`src/hw/rtl/esa_ram.sv`:
```
`timescale 1ns / 1ps
module esa_ram #(
   parameter int WIDTH = 8,
   parameter int DEPTH = 256
) (
   input  logic                     clock,
   input  logic                     wr_en,
   input  logic [$clog2(DEPTH)-1:0] wr_addr,
   input  logic [WIDTH-1:0]         wr_data,
   input  logic                     rd_en,
   input  logic [$clog2(DEPTH)-1:0] rd_addr,
   output logic [WIDTH-1:0]         rd_data
);

   logic [WIDTH-1:0] mem [DEPTH];
   logic [WIDTH-1:0] rd_data_ff;

   always_ff @(posedge clock) begin
      if (wr_en) begin
         mem[wr_addr] <= wr_data;
      end
      if (rd_en) begin
         rd_data_ff <= mem[rd_addr];
      end
   end

   assign rd_data = rd_data_ff;

endmodule
```
`config.mk`:
```
export PLATFORM = sky130hd
export DESIGN_NAME = esa_ram
export DESIGN_NICKNAME = d
export VERILOG_FILES = /design/src/hw/rtl/esa_ram.sv
export SDC_FILE = /design/constraint.sdc
export NUM_CORES = 2
export LEC_CHECK = 0
export ABC_CLOCK_PERIOD_IN_PS = 2600
export BUFFER_PORTS_ARGS = -buffer_cell sky130_fd_sc_hd__buf_4
export CORE_AREA = 2 2 568 288
export CTS_CLUSTER_DIAMETER = 120
export CTS_CLUSTER_SIZE = 12
export DETAILED_ROUTE_END_ITERATION = 12
export DIE_AREA = 0 0 570 290
export HOLD_SLACK_MARGIN = 0.06
export PLACE_DENSITY_LB_ADDON = 0.05
export SLEW_MARGIN = 10
export SYNTH_ARGS = -nofsm -noshare
export SYNTH_HDL_FRONTEND = slang
export SYNTH_SLANG_ARGS = --single-unit
```
`constraint.sdc`:
```
create_clock -name clock -period 2.6 [get_ports clock]
set_clock_uncertainty 0.2 [all_clocks]
set_input_delay 0.13 -clock clock [delete_from_list [all_inputs] [get_ports clock]]
set_output_delay 0.13 -clock clock [all_outputs]
set_load 0.005 [all_outputs]
```
# --- Word level (Yosys, flattened, before mapping) ---
# Memory sizes are Yosys's and may differ from the RTL's. A register that Yosys moved wholly into a read port is not among the register bits.
# Index checks and enable logic that the tools add are counted.
word_totals:
  reg_bits: 0
  latchBits: 0
  ramBits: 2048
  mem_bits_ro: 0
  input_bits: 27
  output_inout_bits: 8
  wordCells: 3
  mem_count: 1
op_classes:
  addsub: 0
  multipliers: 0
  div_mod_pow: 0
  order_cmp: 0
  eq_ne: 0
  shift: 0
  muxes: 2
  bitwise: 0
  reduce_logical: 0
memory_table:
  columns: ["name", "words", "word_bits", "read_ports", "rd_ports_with_merged_regs", "wr", "line_no", "text"]
  rows:
  - ["mem", 256, 8, 1, 1, 1, "15", "logic [WIDTH-1:0] mem [DEPTH];"]
op_table:
  columns: ["cell", "n"]
  rows:
  - ["2-to-1 mux 1 bit", 2]

# --- Depth between registers and ports, before layout ---
depth:
  depth_word: 2
  mapped_depth: 11
  ltp_nobuf: 6

# --- Least setup slack after synthesis ---
# Ideal clock, no wire load.
synth_timing:
  kind: "input to register"
  start: "input rd_addr[0]"
  end: "register rd_data_ff[2], in the netlist rd_data[2], read port of mem (data pin)"
  setup_ns: 0.269
  arrival_ns: 1.937
  required_time_ns: 2.131
  setup_slack_ns: 0.194
  stages: 9
  n_path_buf: 4
  cell_sequence: "buf_6 buf_12 buf_8 buf_2 mux4_2 a22oi_1 a21oi_1 nor4_1 nor4_2"
synth_lines:
  columns: ["item", "line_no", "text"]
  rows:
  - ["start: declaration", "11", "input logic [$clog2(DEPTH)-1:0] rd_addr,"]
  - ["end: declaration", "16", "logic [WIDTH-1:0] rd_data_ff;"]

==> qor.yml <==
run_status:
  outcome: "finished, final reports clean"
routing:
  ant_nets: 0
  dr.first_iter.drc_count: 6917
  viasPerCell: 6.47
  wl_per_cell_um: 35.0
  finalWirelength_um: 231000
  via_count: 42800
  first_pass_iters: 6
  drcViolationCount: 0
sta:
  period_share_pct: 99.4
  fin_ws_ns: 0.0152
  grt_setup_unrepaired: "yes"
  finalHoldViolations: 0
  timing.fmax_ghz: 0.387
  maxSlewHeadroom_pct: 27.1
  slew_viol_final: 0
  worst_pin_slew_ns: 1.09
  holdWs_ns: 0.129
  timing.final.crit_period_ns: 2.58
  setup_viol: 0
clock_network:
  cts_tree: "built"
  cts-root-buf: "clkbuf_16"
  cts_sinks: 2056
  cts-htree-levels: 4
  clock_latency_ns: 0.83
  numCtsBuffers: 197
  clk_pin_slew_worst_paths_ns: 0.06
  cts_buffer_depth: 4
floorplanning:
  ios: 35
  die_h_um: 290
  core-area_mm2: 0.160
  rows: 104
  die-area_mm2: 0.165
  start_util_pct: 49.8
  fp.dieW_um: 570
logic_synthesis:
  async_flop_share_pct: 0
  syn_area_per_cell_um2: 21.3
  synth_edf_count: 2056
  yosysSeqAreaShare_pct: 77.5
  synth_area_mm2: 0.0796
  synthFlopType: "edfxtp_1"
  synth.area.top_cells: "edfxtp_1, mux4_2, mux2i_1"
  yosys_warnings: 0
  synth_nets: 3760
  netlist-cell-type-count: 54
  synth_common_cells: "edfxtp_1, mux4_2, nor2_1, mux2i_1, a22oi_1"
  yosysMostFrequentCell: "edfxtp_1"
  synth.top_cell.area_share_pct: 77.5
  synth_top_area_cell: "edfxtp_1"
  syn_inst: 3733
  ys_ff_latch: 2056
global_route:
  use_met3_pct: 9.63
  antenna_found_initial: 11
  grt_use_met2_pct: 35.9
  use_met1_pct: 46.1
  grt_max_degree: 156
  gr-usage-all-layers_pct: 28.1
  grt_pass1_wl_um: 324000
  busiest_layer: "met1"
  grt_pass1_vias: 42000
  gr-total-overflow: 0
place:
  portBuffers: 34
  placed_area_mm2: 0.0876
  gp_congestion: 0.906
  pre_cts_ws_ns: -0.910
  hpwl_um: 158000
critical_path:
  path_class: "flop to flop"
  worst-path-max-fanout: 1
  start_kind: "flop"
  cp.required_ns: 2.95
  critPathArrivalTime_ns: 2.94
  worstPathCellList: "mux4_2 > a22o_1 > a221oi_2 > buf_4 > o32ai_1 > nor3_2 > nor4_1"
  slowest_stage: "mux4_2"
  slowest_delay_ns: 0.47
  end_kind: "flop"
job:
  max-cap-violations: 0
finish:
  fillers: 11500
  final_cell_area_mm2: 0.0932
  multi_input_area_mm2: 0.0168
  regArea_mm2: 0.0617
  layout.nets: 4506
  area_delta_synth_final_pct: 17.0
  drive_gt1_share_pct: 33.0
  final_core_util_pct: 58.3
min_path:
  hold_class: "input port to flop"
power_and_ir_drop:
  pwr_density_cell_mw_per_mm2: 706
  max-vdd-ir-drop_mv: 0.558
  p_leak_nw: 30.1
-- critical path, delay by kind of cell, from the launching register on --
family | cells | cell delay [ns]
and+or+nand+nor | 2 | 0.53
AOI/OAI and AO/OA | 3 | 0.58
DFF | 1 | 0.36
muxes | 1 | 0.47
buffers and inverters | 1 | 0.19
-- cells in the final DEF, fill, tap and decap left out, drive strengths merged, types with 4 or more instances in the layout --
cell type    Yosys  layout
nand2b           8       8
and2             6       6
o21ai           12      12
nand4           10      10
nor4            27      27
o22a             5       5
dlygate4sd3      0      24
a211oi          16      16
a22o             8       8
nand3           34      34
a22oi          133     133
a21oi           96      96
nor2           282     282
edfxtp        2056    2056
or2              4       4
o221ai          47      47
a221oi          14      14
nor2b           31      31
buf            122     748
inv              1       6
nor3            22      22
mux2i          134     134
nand2           33      33
mux4           456     456
o32ai            5       5
clkbuf         111     208
a2111oi          5       5
o211ai          10      10
o22ai           28      28
-- layer usage --
layer | up-vias | wire [µm]
li1 | 17100 | -
met1 | 22700 | 103000
met2 | 2729 | 91600
met3 | 297 | 32400
met4 | 4 | 4500
met5 | - | 31
-- what timing repair did --
action                     in CTS  in global routing
setup endpoints to repair       8                 24
hold buffers                   24                  0
pin swaps                       4                 16
setup buffers                   0                  0
gates resized for setup        28                 36
hold endpoints to repair     2841                  0
-- per-stage QoR --
step	total power [mW]	std cells	setup TNS [ns]
after floorplan	39.1	3733	0
after global placement	41.3	6378	-6.65
after detailed placement	41.4	6378	-6.63
after CTS	66.1	6606	-0.0204
after global routing	67.6	6606	-0.0595
final	65.8	6607	0
-- path summary, 6_finish.rpt --
kind / start / to / slack [ns] / depth (start not counted)
setup / recovery: mem[211][3] / rd_data[3] / 0.02 / 7
hold / removal: rd_en / rd_data[5] / 0.13 / 2
setup reg to reg: mem[211][3] / rd_data[3] / 0.02 / 7
hold reg to reg: mem[40][3] / rd_data[3] / 0.94 / 7
-- cell type report --
| type | count | share of cell area, % |
|---|---|---|
| Inverter | 2 | 0.00806 |
| Antenna cell | 1 | 0.00269 |
| Multi-Input combinational cell | 1442 | 18.0 |
| Clock inverter | 6 | 0.0644 |
| Timing Repair Buffer | 780 | 7.43 |
| Sequential cell | 2056 | 66.3 |
| Tap cell | 2120 | 2.85 |
| Clock buffer | 200 | 5.37 |
-- where the power goes --
part | switching, mW | internal [mW]
Combinational | 2.58 | 1.64
Clock | 11.5 | 13.5
Sequential | 0.0645 | 36.6
Total | 14.1 | 51.7
-- kinds of logic (layout without fill, tap and decap cells) --
group           Yosys count  count (layout)  share of synthesized area, %
flops                  2056            2056                          77.5
mux                     591             591                          14.6
simple gates            466             466                          2.63
compound gates          385             385                          3.42
buf+inv                 235             988                          1.83
other cells               0               1                             0
-- sequential cells by signal (all words and copies together), names as in the netlist --
signal / count
rd_data: 8
mem: 2048
(Power assumes the default switching activity.)
